===== config.mk =====
export PLATFORM = sky130hd
export DESIGN_NAME = psea_div
export DESIGN_NICKNAME = d
export VERILOG_FILES = /design/src/hdl/psea_pkg.sv /design/src/hdl/psea_div.sv
export SDC_FILE = /design/constraint.sdc
export NUM_CORES = 1
export LEC_CHECK = 0
export BUFFER_PORTS_ARGS = -buffer_cell sky130_fd_sc_hd__buf_2
export CAP_MARGIN = 20
export CORE_MARGIN = 4
export CORE_UTILIZATION = 40
export CTS_BUF_LIST = sky130_fd_sc_hd__clkbuf_16
export CTS_CLUSTER_SIZE = 16
export DETAILED_ROUTE_END_ITERATION = 8
export SETUP_SLACK_MARGIN = 0.5
export SLEW_MARGIN = 20
export SYNTH_ARGS = -nofsm -noshare
export SYNTH_HDL_FRONTEND = slang
export SYNTH_SLANG_ARGS = --single-unit

===== constraint.sdc =====
create_clock -name clk -period 3.75 [get_ports clk]
set_clock_uncertainty 0.2 [all_clocks]
set_input_delay 0.375 -clock clk [delete_from_list [all_inputs] [get_ports clk]]
set_output_delay 0.375 -clock clk [all_outputs]
set_load 0.005 [all_outputs]

===== src/hdl/psea_pkg.sv =====
// psea_pkg: shared types and constants of the paged slot extend allocator
// used by every module under hdl; depends on nothing

package psea_pkg;

  localparam int PAGE_W   = 11;
  localparam int LEN_W    = 20;
  localparam int POS_W    = 24;
  localparam int SLOT_W   = 32;
  localparam int LSLOT_W  = 33;
  localparam int PAGENO_W = 22;
  localparam int ST_W     = 2;

  localparam logic [PAGE_W-1:0] PAGE_RESET = 11'd16;
  localparam logic [PAGE_W-1:0] PAGE_MAX   = 11'd1024;

  localparam logic OP_PUSH  = 1'b0;
  localparam logic OP_ALLOC = 1'b1;

  localparam logic [ST_W-1:0] ST_OK      = 2'd0;
  localparam logic [ST_W-1:0] ST_SHORT   = 2'd1;
  localparam logic [ST_W-1:0] ST_TOOMANY = 2'd2;
  localparam logic [ST_W-1:0] ST_EMPTY   = 2'd3;

  typedef struct packed {
    logic busy;
    logic done;
  } div_stat_t;

  typedef struct packed {
    logic push;
    logic pop;
  } fifo_ctl_t;

endpackage


===== src/hdl/psea_div.sv =====
// psea_div: shared restoring divider, one quotient bit per cycle
// divides a token count by the page size; uses psea_pkg

module psea_div (
  input  logic                             clk,
  input  logic                             rst_n,
  input  logic                             start,
  input  logic [psea_pkg::LEN_W-1:0]       dividend,
  input  logic [psea_pkg::PAGE_W-1:0]      divisor,
  output psea_pkg::div_stat_t              stat,
  output logic [psea_pkg::LEN_W-1:0]       quot,
  output logic [psea_pkg::PAGE_W-1:0]      rem
);

  localparam int CNT_W = $clog2(psea_pkg::LEN_W);

  logic [psea_pkg::LEN_W-1:0]  dvd_r;
  logic [psea_pkg::PAGE_W-1:0] rem_r;
  logic [psea_pkg::PAGE_W-1:0] dsr_r;
  logic [CNT_W-1:0]            cnt_r;
  logic                        busy_r;
  logic                        done_r;
  logic [psea_pkg::PAGE_W:0]   shifted;
  logic                        fits;

  assign shifted = {rem_r, dvd_r[psea_pkg::LEN_W-1]};
  assign fits    = shifted >= {1'b0, dsr_r};

  always_ff @(posedge clk) begin
    if (!rst_n) begin
      busy_r <= 1'b0;
      done_r <= 1'b0;
      cnt_r  <= '0;
    end else begin
      done_r <= 1'b0;
      if (start) begin
        dvd_r  <= dividend;
        dsr_r  <= divisor;
        rem_r  <= '0;
        cnt_r  <= '0;
        busy_r <= 1'b1;
      end else if (busy_r) begin
        rem_r <= fits ? psea_pkg::PAGE_W'(shifted - {1'b0, dsr_r})
                      : shifted[psea_pkg::PAGE_W-1:0];
        dvd_r <= {dvd_r[psea_pkg::LEN_W-2:0], fits};
        cnt_r <= cnt_r + 1'b1;
        if (cnt_r == CNT_W'(psea_pkg::LEN_W - 1)) begin
          busy_r <= 1'b0;
          done_r <= 1'b1;
        end
      end
    end
  end

  assign stat.busy = busy_r;
  assign stat.done = done_r;
  assign quot      = dvd_r;
  assign rem       = rem_r;

endmodule


==> impl_metrics.json, run 1 <==
{
  "drt_drc_violations_left": 0,
  "max_cap_violations": 0,
  "syn_inst": 199,
  "wp_data_required_ns": 3.59,
  "detailedPlacementHpwl_mm": 3.83,
  "synth.top_cells.by_count": "sky130_fd_sc_hd__edfxtp_1, sky130_fd_sc_hd__mux2_2, sky130_fd_sc_hd__nor2_1, sky130_fd_sc_hd__inv_1, sky130_fd_sc_hd__ha_1",
  "setup_viol_count_final": 0,
  "sequential_fraction_of_the_synthesis_area": 0.552,
  "cpMostUsedCell": "sky130_fd_sc_hd__o21ai_2",
  "post_synth_instance_area_um2": 2540,
  "width_of_the_die_um": 87.7,
  "pin_count_of_the_biggest_net_entering_global_routing": 37,
  "crit_arrival_ns": 2.71,
  "synthDominantAreaCellType": "sky130_fd_sc_hd__edfxtp_1",
  "numCtsBuffers": 5,
  "finalCoreUtilization": 0.515,
  "fin_area_um2": 3100,
  "max_clock_freq_ghz": 0.349,
  "max_buffers_root_to_sink": 2,
  "final_hold_viol_count": 0,
  "synth_top_area_share": 0.497,
  "routedWlPerCell_um": 14.8,
  "drtAntennaViolNets": 0,
  "worstSkewPairLatency_ns": 0.28,
  "timing.hold.worst_path_depth": 1,
  "yosys_most_used_dff": "sky130_fd_sc_hd__edfxtp_1",
  "postSynth.asyncResetShare": 0,
  "worst_hold_path.endpoint": "dsr_r[8]",
  "postCtsResizedCells": 0,
  "power_density_nw_per_um2": 477,
  "timing_max_transition_violations_final": 0,
  "cell_chain_critical_path": "ha_1, a2111oi_4, o21ai_2, o21ai_2, nor2_1, a32o_1",
  "cts_tree": "done",
  "register_area_um2": 1400,
  "drt-total-wl_mm": 5.08,
  "routed-via-count": 1659,
  "synth_cell_type_count": 38,
  "synth_edf_count": 42,
  "antenna-diode-count": 0,
  "buffer_cell_driving_the_clock_tree_root": "sky130_fd_sc_hd__clkbuf_16",
  "netSwitchingPower_mw": 0.373,
  "post_route_cells_drive_above_1_share": 0.382,
  "placed_area_um2": 2930,
  "post_synth.cell_area_avg_um2": 12.8,
  "design.final.nets": 313,
  "dieArea_um2": 7690,
  "worst-slew-pin-transition_ns": 0.826,
  "hp-class": "primary input to flip-flop",
  "fillerInstances": 538,
  "multi_input_comb_area_um2": 1030,
  "setup.worst_path.end_class": "flip-flop",
  "yosys.cell_count.top_type": "sky130_fd_sc_hd__edfxtp_1",
  "clkSlewWorstSetupHoldPaths_ns": 0.07,
  "start_util": 0.422,
  "mappedNetlistNets": 246,
  "seq_power_share": 0.450,
  "cpPeakStageDelay_ns": 0.65,
  "ys_top_cells_by_area": "sky130_fd_sc_hd__edfxtp_1, sky130_fd_sc_hd__mux2_2, sky130_fd_sc_hd__ha_1",
  "cp_slowest_cell": "sky130_fd_sc_hd__o21ai_2",
  "worstRegToRegCells": 6,
  "floorplan.io_pins": 67,
  "setup.reg_to_reg.worst_slack_ns": 0.88,
  "share_comb_of_total_power": 0.211,
  "worst_slew_margin_rel": 0.450,
  "floorplan.core_area_um2": 6030,
  "hp-start": "divisor[8]",
  "grt_pass1_vias": 1651,
  "antenna_found_initial": 0,
  "cts_hold_buffers": 0,
  "timing.final.crit_period_ns": 2.87,
  "route.detailed.vias_per_inst": 4.85,
  "dr.first_iter.drc_count": 70,
  "cp_max_fo": 14,
  "power.share.switching": 0.252,
  "core.rowCount": 28,
  "number_of_levels_in_the_clock_h_tree": 2,
  "post-cts-setup-buffers": 0,
  "die-height_um": 87.7,
  "p_int_mw": 1.11,
  "run_status": "complete, no violations",
  "drt_pre_antenna_iters": 3,
  "grt-ovfl-total": 0,
  "share_clk_of_total_power": 0.340,
  "ys_warn_count": 0,
  "peakVddDrop_v": 0.000319,
  "ys_seq_elements": 49,
  "grt_use_total": 0.137,
  "cellLeakagePower_nw": 1.30,
  "layout-area-overhead-vs-synth_pct": 22.1,
  "port_buffers": 66,
  "final.setup.tns_ns": 0,
  "gp_congestion": 0.825,
  "rsz_0062_raised_after_global_routing": "no",
  "first_pass_grt_wire_length_mm": 8.08,
  "numClockSinks": 49,
  "timing.rr.start": "rem[8]",
  "start_kind": "flip-flop",
  "rr_endpoint": "rem[10]",
  "period_share": 0.765,
  "critical_path_class": "flip-flop to flip-flop",
  "post-layout-total-power_mw": 1.48
}
[cell usage in the layout (no fill, tap or decap), types with 2 or more instances in the layout]
cell	count
sky130_fd_sc_hd__buf_2	66
sky130_fd_sc_hd__edfxtp_1	42
sky130_fd_sc_hd__mux2_2	21
sky130_fd_sc_hd__nor2_1	20
sky130_fd_sc_hd__inv_1	18
sky130_fd_sc_hd__ha_1	12
sky130_fd_sc_hd__xnor2_1	7
sky130_fd_sc_hd__dfxtp_1	7
sky130_fd_sc_hd__nand2_1	6
sky130_fd_sc_hd__mux2i_1	6
sky130_fd_sc_hd__o21a_1	5
sky130_fd_sc_hd__a21oi_1	5
sky130_fd_sc_hd__clkbuf_16	5
sky130_fd_sc_hd__a21o_1	4
sky130_fd_sc_hd__nand4_1	4
sky130_fd_sc_hd__o21ai_0	4
sky130_fd_sc_hd__nand2b_1	3
sky130_fd_sc_hd__nor3_1	3
sky130_fd_sc_hd__nor2b_1	3
sky130_fd_sc_hd__xor2_1	3
sky130_fd_sc_hd__o211ai_1	2
sky130_fd_sc_hd__o21ai_2	2
sky130_fd_sc_hd__o31a_1	2
sky130_fd_sc_hd__buf_4	2
[final cells by class]
type / count / share of cell area
Timing Repair Buffer: 68 / 0.111
Multi-Input combinational cell: 125 / 0.332
Sequential cell: 49 / 0.452
Clock buffer: 5 / 0.0403
Clock inverter: 3 / 0.0137
Inverter: 17 / 0.0206
Tap cell: 75 / 0.0303
[power by group through the flow]
stage / clock (mW) / sequential [mW] / combinational (mW)
after floorplan: 0 / 0.677 / 0.231
after global placement: 0 / 0.678 / 0.313
after detailed placement: 0 / 0.679 / 0.316
after CTS: 0.513 / 0.667 / 0.317
after global routing: 0.538 / 0.672 / 0.351
final: 0.503 / 0.666 / 0.312
[worst max-delay path: cells and delay by family, from the launching register on]
| kind | cells | cell delay [ns] |
|---|---|---|
| AOI/OAI and AO/OA | 4 | 1.43 |
| adders and majority gates | 1 | 0.40 |
| DFF | 1 | 0.41 |
| and+or+nand+nor | 1 | 0.17 |
[flip-flops by register name, summed over array words and instances, names as in the netlist]
register	flops
busy_r	1
cnt_r	5
done_r	1
dsr_r	11
quot	20
rem	11
[per-layer routing]
metal,vias to the layer above,global-route usage,wire [um]
met5,-,0,0
met4,0,0.0335,51
met3,4,0.0320,180
met2,25,0.218,2510
met1,776,0.190,2340
li1,854,-,-
[worst max-delay path by stage]
stage              from  endpoint  slack [ns]
5_1_grt        quot[19]   rem[10]        0.73
2_1_floorplan  quot[19]   rem[10]        1.24
6_report         rem[8]   rem[10]        0.88
4_1_cts          rem[8]   rem[10]        0.88
3_3_place_gp     rem[4]   rem[10]        0.99
3_5_place_dp     rem[8]   rem[10]        0.88
[kinds of logic after synthesis]
kind of cell / share of synthesized area
flip-flops: 0.552
AND/OR/NAND/NOR: 0.0857
AO/OA/AOI/OAI: 0.101
multiplexers: 0.117
buffers and inverters: 0.0429
adder cells (fa/ha/maj): 0.0670
XOR/XNOR: 0.0345
[stage by stage]
| stage | setup slack [ns] | instances | hold WS, ns |
|---|---|---|---|
| after global routing | 0.731 | 342 | 0.0564 |
| after detailed placement | 0.884 | 334 | 0.285 |
| after floorplan | 1.24 | 199 | 0.250 |
| after global placement | 0.989 | 334 | 0.283 |
| final | 0.881 | 342 | 0.0623 |
| after CTS | 0.879 | 342 | 0.0586 |
Power figures use the tool's default switching activity.
==> inputs of run 2 (changes only) <==
--- a/config.mk
+++ b/config.mk
@@ -5,6 +5,7 @@
 export SDC_FILE = /design/constraint.sdc
 export NUM_CORES = 1
 export LEC_CHECK = 0
+export ABC_AREA = 1
 export BUFFER_PORTS_ARGS = -buffer_cell sky130_fd_sc_hd__buf_2
 export CAP_MARGIN = 20
 export CORE_MARGIN = 4
==> constraint.sdc (replaced) <==
create_clock -name clk -period 2.62 [get_ports clk]
set_clock_uncertainty 0.2 [all_clocks]
set_input_delay 0.262 -clock clk [delete_from_list [all_inputs] [get_ports clk]]
set_output_delay 0.262 -clock clk [all_outputs]
set_load 0.005 [all_outputs]
==> impl_metrics.json, run 2 <==
{
  "largest_register_ffs": 20,
  "floorplan.io_pins": 67,
  "post_route_cells_drive_above_1_share": 0.282,
  "cp_slowest_cell": "sky130_fd_sc_hd__edfxtp_1",
  "top_delay_family_on_crit_path": "adder cells",
  "fillerInstances": 689,
  "cell_chain_critical_path": "ha_4, fa_2, inv_2, nand3_2, nand3_2, nand3_2, nand3_2, nor2_2, buf_6, nor2_2, nor2_1",
  "timing.rr.start": "dsr_r[0]",
  "syn_inst": 345,
  "crit_path_start": "dsr_r[0]",
  "worstSkewPairLatency_ns": 0.28,
  "grt_use_total": 0.161,
  "core.rowCount": 30,
  "hp-class": "primary input to flip-flop",
  "postSynth.asyncResetShare": 0,
  "pin_count_of_the_biggest_net_entering_global_routing": 33,
  "worst_hold_path.endpoint": "quot[11]",
  "worst_slew_margin_rel": 0.659,
  "placed_area_um2": 3270,
  "detailedPlacementHpwl_mm": 4.76,
  "synth_top_area_share": 0.445,
  "most_common_cell_after_layout_fill_and_taps_aside": "sky130_fd_sc_hd__nand2_1",
  "fin_area_um2": 3730,
  "clkSlewWorstSetupHoldPaths_ns": 0.06,
  "cpMostUsedCell": "sky130_fd_sc_hd__nand3_2",
  "max_buffers_root_to_sink": 2,
  "layout-area-overhead-vs-synth_pct": 31.8,
  "mappedNetlistNets": 392,
  "first_pass_grt_wire_length_mm": 11.0,
  "post_synth.cell_area_avg_um2": 8.21,
  "max_clock_freq_ghz": 0.468,
  "cts_tree": "done",
  "peakVddDrop_v": 0.000341,
  "start_util": 0.414,
  "worst-slew-pin-transition_ns": 0.512,
  "numClockSinks": 49,
  "timing.hold.worst_path_depth": 3,
  "design.final.nets": 482,
  "final.setup.tns_ns": 0,
  "rr_endpoint": "rem[5]",
  "ys_top_cells_by_area": "sky130_fd_sc_hd__edfxtp_1, sky130_fd_sc_hd__nand2_1, sky130_fd_sc_hd__inv_1",
  "layout.cells.most_common_list": "sky130_fd_sc_hd__nand2_1, sky130_fd_sc_hd__buf_2, sky130_fd_sc_hd__inv_1, sky130_fd_sc_hd__edfxtp_1, sky130_fd_sc_hd__nor2_1",
  "crit_arrival_ns": 1.98,
  "cpPeakStageDelay_ns": 0.41,
  "sequential_fraction_of_the_synthesis_area": 0.495,
  "synth_cell_type_count": 27,
  "numCtsBuffers": 5,
  "cp_max_fo": 6,
  "synth_edf_count": 42,
  "floorplan.core_area_um2": 6830,
  "ys_seq_elements": 49,
  "gp_congestion": 0.872,
  "hp-start": "dividend[11]",
  "post_synth_instance_area_um2": 2830,
  "grt-ovfl-total": 0,
  "buffer_cell_driving_the_clock_tree_root": "sky130_fd_sc_hd__clkbuf_16",
  "drtAntennaViolNets": 0,
  "period_share": 0.815,
  "start_kind": "flip-flop",
  "ys_warn_count": 0,
  "yosys.cell_count.top_type": "sky130_fd_sc_hd__nand2_1",
  "timing_max_transition_violations_final": 0,
  "final_hold_viol_count": 0,
  "width_of_the_die_um": 92.1,
  "number_of_levels_in_the_clock_h_tree": 2,
  "drt-total-wl_mm": 6.82,
  "setup.reg_to_reg.worst_slack_ns": 0.48,
  "antenna_found_initial": 0,
  "critical_path_class": "flip-flop to flip-flop",
  "setup_viol_count_final": 0,
  "wp_data_required_ns": 2.46,
  "routedWlPerCell_um": 12.8,
  "drt_pre_antenna_iters": 4,
  "timing.final.crit_period_ns": 2.14,
  "antenna-diode-count": 0,
  "drt_drc_violations_left": 0,
  "yosys_most_used_dff": "sky130_fd_sc_hd__edfxtp_1",
  "grt_pass1_vias": 2364,
  "cellLeakagePower_nw": 1.86,
  "routed-via-count": 2497,
  "worstRegToRegCells": 11,
  "run_status": "complete, no violations",
  "synth.top_cells.by_count": "sky130_fd_sc_hd__nand2_1, sky130_fd_sc_hd__inv_1, sky130_fd_sc_hd__edfxtp_1, sky130_fd_sc_hd__nor2_1, sky130_fd_sc_hd__nand3_1",
  "setup.worst_path.end_class": "flip-flop",
  "critical_path_buf_inv_count": 2,
  "die-height_um": 92.1,
  "dr.first_iter.drc_count": 198,
  "power_density_nw_per_um2": 567,
  "port_buffers": 66,
  "rsz_0062_raised_after_global_routing": "yes",
  "dieArea_um2": 8490,
  "max_cap_violations": 0,
  "synthDominantAreaCellType": "sky130_fd_sc_hd__edfxtp_1",
  "route.detailed.vias_per_inst": 4.69
}
## run 2: changes by cell type after synthesis, sizes merged, moves of 9 or more
cell,change
nand4,+9
nand2,+123
nand3,+16
inv,+39
mux2,-21
nor2,+15
## run 2: worst max-delay path by stage
stage | slack (ns) | cells after the start | to
after floorplan | 0.50 | 12 | rem[3]
after global placement | 0.44 | 12 | rem[9]
after detailed placement | 0.33 | 12 | rem[9]
after CTS | 0.44 | 11 | rem[4]
after global routing | 0.39 | 11 | rem[8]
final | 0.48 | 11 | rem[5]
## run 2: worst register-to-register path, delay by kind of cell (launching register included)
| kind | cells | cell delay [ns] |
|---|---|---|
| flops | 1 | 0.41 |
| simple gates | 7 | 0.53 |
| buf+inv | 2 | 0.23 |
| fa+ha+maj | 2 | 0.54 |
## run 2: cell families after synthesis
| kind of cell | Yosys count | share of synthesized area |
|---|---|---|
| flip-flops | 49 | 0.495 |
| AO/OA/AOI/OAI | 11 | 0.0212 |
| buffers and inverters | 67 | 0.102 |
| XOR/XNOR | 3 | 0.00928 |
| AND/OR/NAND/NOR | 202 | 0.313 |
| adder cells (fa/ha/maj) | 13 | 0.0601 |
## run 2: final cells by class
type | instances | area [um2] | area share
clock inverter | 3 | 11.3 | 0.00302
sequential | 49 | 1400 | 0.375
timing repair buffer | 94 | 579 | 0.155
tap | 96 | 120 | 0.0322
clock buffer | 5 | 125 | 0.0335
inverter | 56 | 210 | 0.0563
multi-input combinational | 229 | 1280 | 0.344
## run 2: repair_timing
| action | in CTS | in global routing |
|---|---|---|
| hold endpoints to repair | 11 | 0 |
| gates cloned | 1 | 0 |
| hold buffers | 11 | 0 |
| resized for setup | 10 | 19 |
| endpoints found under the setup margin | 12 | 12 |
| pin swaps | 3 | 3 |
| setup buffers | 4 | 5 |
## run 2: metal layers
layer	routed length, um	up-vias	track usage	share of wire
li1	-	1274	-	-
met2	3160	84	0.253	0.46
met1	3050	1127	0.216	0.45
met4	127	0	0.0507	0.019
met3	476	12	0.0435	0.070
met5	0	-	0	0
## run 2: stage by stage
step / util / cells / hold WS, ns / total power, mW / setup slack (ns)
2_1_floorplan: - / 345 / 0.140 / 1.28 / 0.502
3_3_place_gp: 0.479 / 503 / 0.238 / 1.42 / 0.440
3_5_place_dp: 0.479 / 503 / 0.241 / 1.43 / 0.329
4_1_cts: 0.527 / 527 / 0.0396 / 2.08 / 0.441
5_1_grt: 0.546 / 532 / 0.0507 / 2.23 / 0.386
6_report: 0.546 / 532 / 0.0464 / 2.12 / 0.484
## run 2: report_power, final
part | switching, mW | internal, mW | leakage, nW | total (mW)
Clock | 0.257 | 0.344 | 0.0776 | 0.601
Sequential | 0.0373 | 0.917 | 0.460 | 0.955
Combinational | 0.318 | 0.243 | 1.32 | 0.561
==> inputs of run 3 (changes only) <==
==> constraint.sdc (replaced) <==
create_clock -name clk -period 1.7 [get_ports clk]
set_clock_uncertainty 0.2 [all_clocks]
set_input_delay 0.17 -clock clk [delete_from_list [all_inputs] [get_ports clk]]
set_output_delay 0.17 -clock clk [all_outputs]
set_load 0.005 [all_outputs]
==> impl_metrics.json, run 3 (synthesis results as in run 2) <==
{
  "critical_path_class": "flip-flop to flip-flop",
  "most_common_cell_after_layout_fill_and_taps_aside": "sky130_fd_sc_hd__nand2_1",
  "grt-ovfl-total": 0,
  "timing_max_transition_violations_final": 0,
  "largest_register_ffs": 20,
  "power_density_nw_per_um2": 775,
  "die-height_um": 92.1,
  "fillerInstances": 530,
  "numClockSinks": 49,
  "grt_use_total": 0.202,
  "hp-class": "primary input to flip-flop",
  "cell_chain_critical_path": "ha_4, fa_2, inv_2, nand3_2, nand3_2, nand3_2, nand3_2, nor2_2, buf_6, nor2_2, nor2_1",
  "cp_slowest_cell": "sky130_fd_sc_hd__edfxtp_1",
  "antenna-diode-count": 0,
  "routedWlPerCell_um": 13.6,
  "fin_cells": 609,
  "dp_worst_setup_slack_ns": -0.460,
  "floorplan.io_pins": 67,
  "cts_tree": "done",
  "routed-via-count": 2838,
  "worst_hold_path.endpoint": "done_r",
  "gp_congestion": 0.911,
  "detailedPlacementHpwl_mm": 5.03,
  "rsz_0062_raised_after_global_routing": "yes",
  "wp_data_required_ns": 1.55,
  "dp_cell_count": 543,
  "setup.reg_to_reg.worst_slack_ns": -0.43,
  "start_kind": "flip-flop",
  "grt_pass1_vias": 2898,
  "setup_ws_final_ns": -0.432,
  "failed_checks": "negative setup slack",
  "crit_arrival_ns": 1.98,
  "timing.rr.start": "dsr_r[0]",
  "rr_endpoint": "rem[2]",
  "timing.final.crit_period_ns": 2.13,
  "floorplan.core_area_um2": 6830,
  "worst_slew_margin_rel": 0.806,
  "hp-start": "rst_n",
  "cpMostUsedCell": "sky130_fd_sc_hd__nand3_2",
  "worst-slew-pin-transition_ns": 0.291,
  "dieArea_um2": 8490,
  "run_status": "finished, violations left",
  "drtAntennaViolNets": 0,
  "start_util": 0.414,
  "clkSlewWorstSetupHoldPaths_ns": 0.06,
  "core.rowCount": 30,
  "drt-total-wl_mm": 8.29,
  "setup.worst_path.end_class": "flip-flop",
  "peakVddDrop_v": 0.000466,
  "max_clock_freq_ghz": 0.469,
  "max_buffers_root_to_sink": 2,
  "antenna_found_initial": 0,
  "post_route_cells_drive_above_1_share": 0.384,
  "pin_count_of_the_biggest_net_entering_global_routing": 26,
  "cellLeakagePower_nw": 2.29,
  "layout-area-overhead-vs-synth_pct": 65.5,
  "route.detailed.vias_per_inst": 4.66,
  "final_hold_viol_count": 0,
  "setup_viol_count_final": 12,
  "period_share": 1.25,
  "number_of_levels_in_the_clock_h_tree": 2,
  "timing.hold.worst_path_depth": 3,
  "worstSkewPairLatency_ns": 0.29,
  "cp_max_fo": 6,
  "max_cap_violations": 0,
  "first_pass_grt_wire_length_mm": 13.4,
  "numCtsBuffers": 5,
  "worstRegToRegCells": 11,
  "port_buffers": 66,
  "design.final.nets": 559,
  "buffer_cell_driving_the_clock_tree_root": "sky130_fd_sc_hd__clkbuf_16",
  "width_of_the_die_um": 92.1,
  "cpPeakStageDelay_ns": 0.42,
  "layout.cells.most_common_list": "sky130_fd_sc_hd__nand2_1, sky130_fd_sc_hd__buf_2, sky130_fd_sc_hd__inv_1, sky130_fd_sc_hd__buf_4, sky130_fd_sc_hd__edfxtp_1",
  "drt_pre_antenna_iters": 4,
  "drt_drc_violations_left": 0,
  "dr.first_iter.drc_count": 86
}
## run 3: cell count changes in the layout (fill, tap and decap cells not counted), moves of 3 or more
cell and delta:
sky130_fd_sc_hd__buf_12 +3, sky130_fd_sc_hd__nor2_2 +4, sky130_fd_sc_hd__buf_6 +31, sky130_fd_sc_hd__nor2_1 -3, sky130_fd_sc_hd__buf_4 +31, sky130_fd_sc_hd__nand2_1 -3
sky130_fd_sc_hd__inv_1 -5, sky130_fd_sc_hd__buf_2 -12, sky130_fd_sc_hd__dfxtp_1 -4, sky130_fd_sc_hd__dlygate4sd3_1 +21, sky130_fd_sc_hd__dfxtp_4 +3, sky130_fd_sc_hd__buf_16 +3
## run 3: layout make-up
cell class / count / area, um2 / area share
Clock buffer: 5 / 125 / 0.0267
Tap cell: 96 / 120 / 0.0256
Sequential cell: 49 / 1410 / 0.302
Inverter: 56 / 213 / 0.0454
Clock inverter: 3 / 15.0 / 0.00320
Multi-Input combinational cell: 229 / 1350 / 0.287
Timing Repair Buffer: 171 / 1450 / 0.310
## run 3: power by group
group	internal [mW]	switching, mW	leakage, nW	total, mW
combinational	0.629	0.572	1.76	1.20
sequential	1.41	0.0529	0.462	1.46
clock	0.536	0.433	0.0687	0.969
total	2.57	1.06	2.29	3.63
## run 3: through the flow
stage | util | TNS (ns) | total power [mW] | hold slack (ns) | area (um2)
2_1_floorplan | - | -4.32 | 1.99 | 0.0486 | 2870
3_3_place_gp | 0.530 | -4.33 | 2.35 | 0.146 | 3620
3_5_place_dp | 0.530 | -5.07 | 2.36 | 0.148 | 3620
4_1_cts | 0.662 | -4.46 | 3.59 | 0.00791 | 4520
5_1_grt | 0.686 | -5.88 | 3.83 | 0.0577 | 4690
6_report | 0.686 | -4.99 | 3.63 | 0.0406 | 4690
## run 3: worst max-delay path: cells and delay by family, from the launching register on
| family | cells | cell delay (ns) |
|---|---|---|
| fa+ha+maj | 2 | 0.54 |
| buf+inv | 2 | 0.22 |
| flops | 1 | 0.42 |
| simple gates | 7 | 0.51 |
## run 3: worst max path at each step
stage | end | from | slack [ns]
floorplan | rem[3] | quot[19] | -0.40
global placement | rem[4] | rem[5] | -0.42
finish | rem[2] | dsr_r[0] | -0.43
global route | rem[6] | dsr_r[0] | -0.51
detailed placement | rem[4] | dsr_r[0] | -0.46
CTS | rem[7] | dsr_r[0] | -0.39
## run 3: layer usage
metal	routed length (um)	vias to the layer above	share of wire	track usage
met5	0	-	0	0
met2	4370	78	0.53	0.361
met4	213	0	0.026	0.0743
met1	3310	1311	0.40	0.236
met3	391	16	0.047	0.0418
li1	-	1433	-	-
## run 3: timing repair
item	4_1_cts	5_1_grt
cloned	3	0
endpoints found under the hold margin	32	0
resized for setup	48	30
pin swaps	5	9
hold buffers	32	0
endpoints found under the setup margin	74	79
setup buffers	16	7
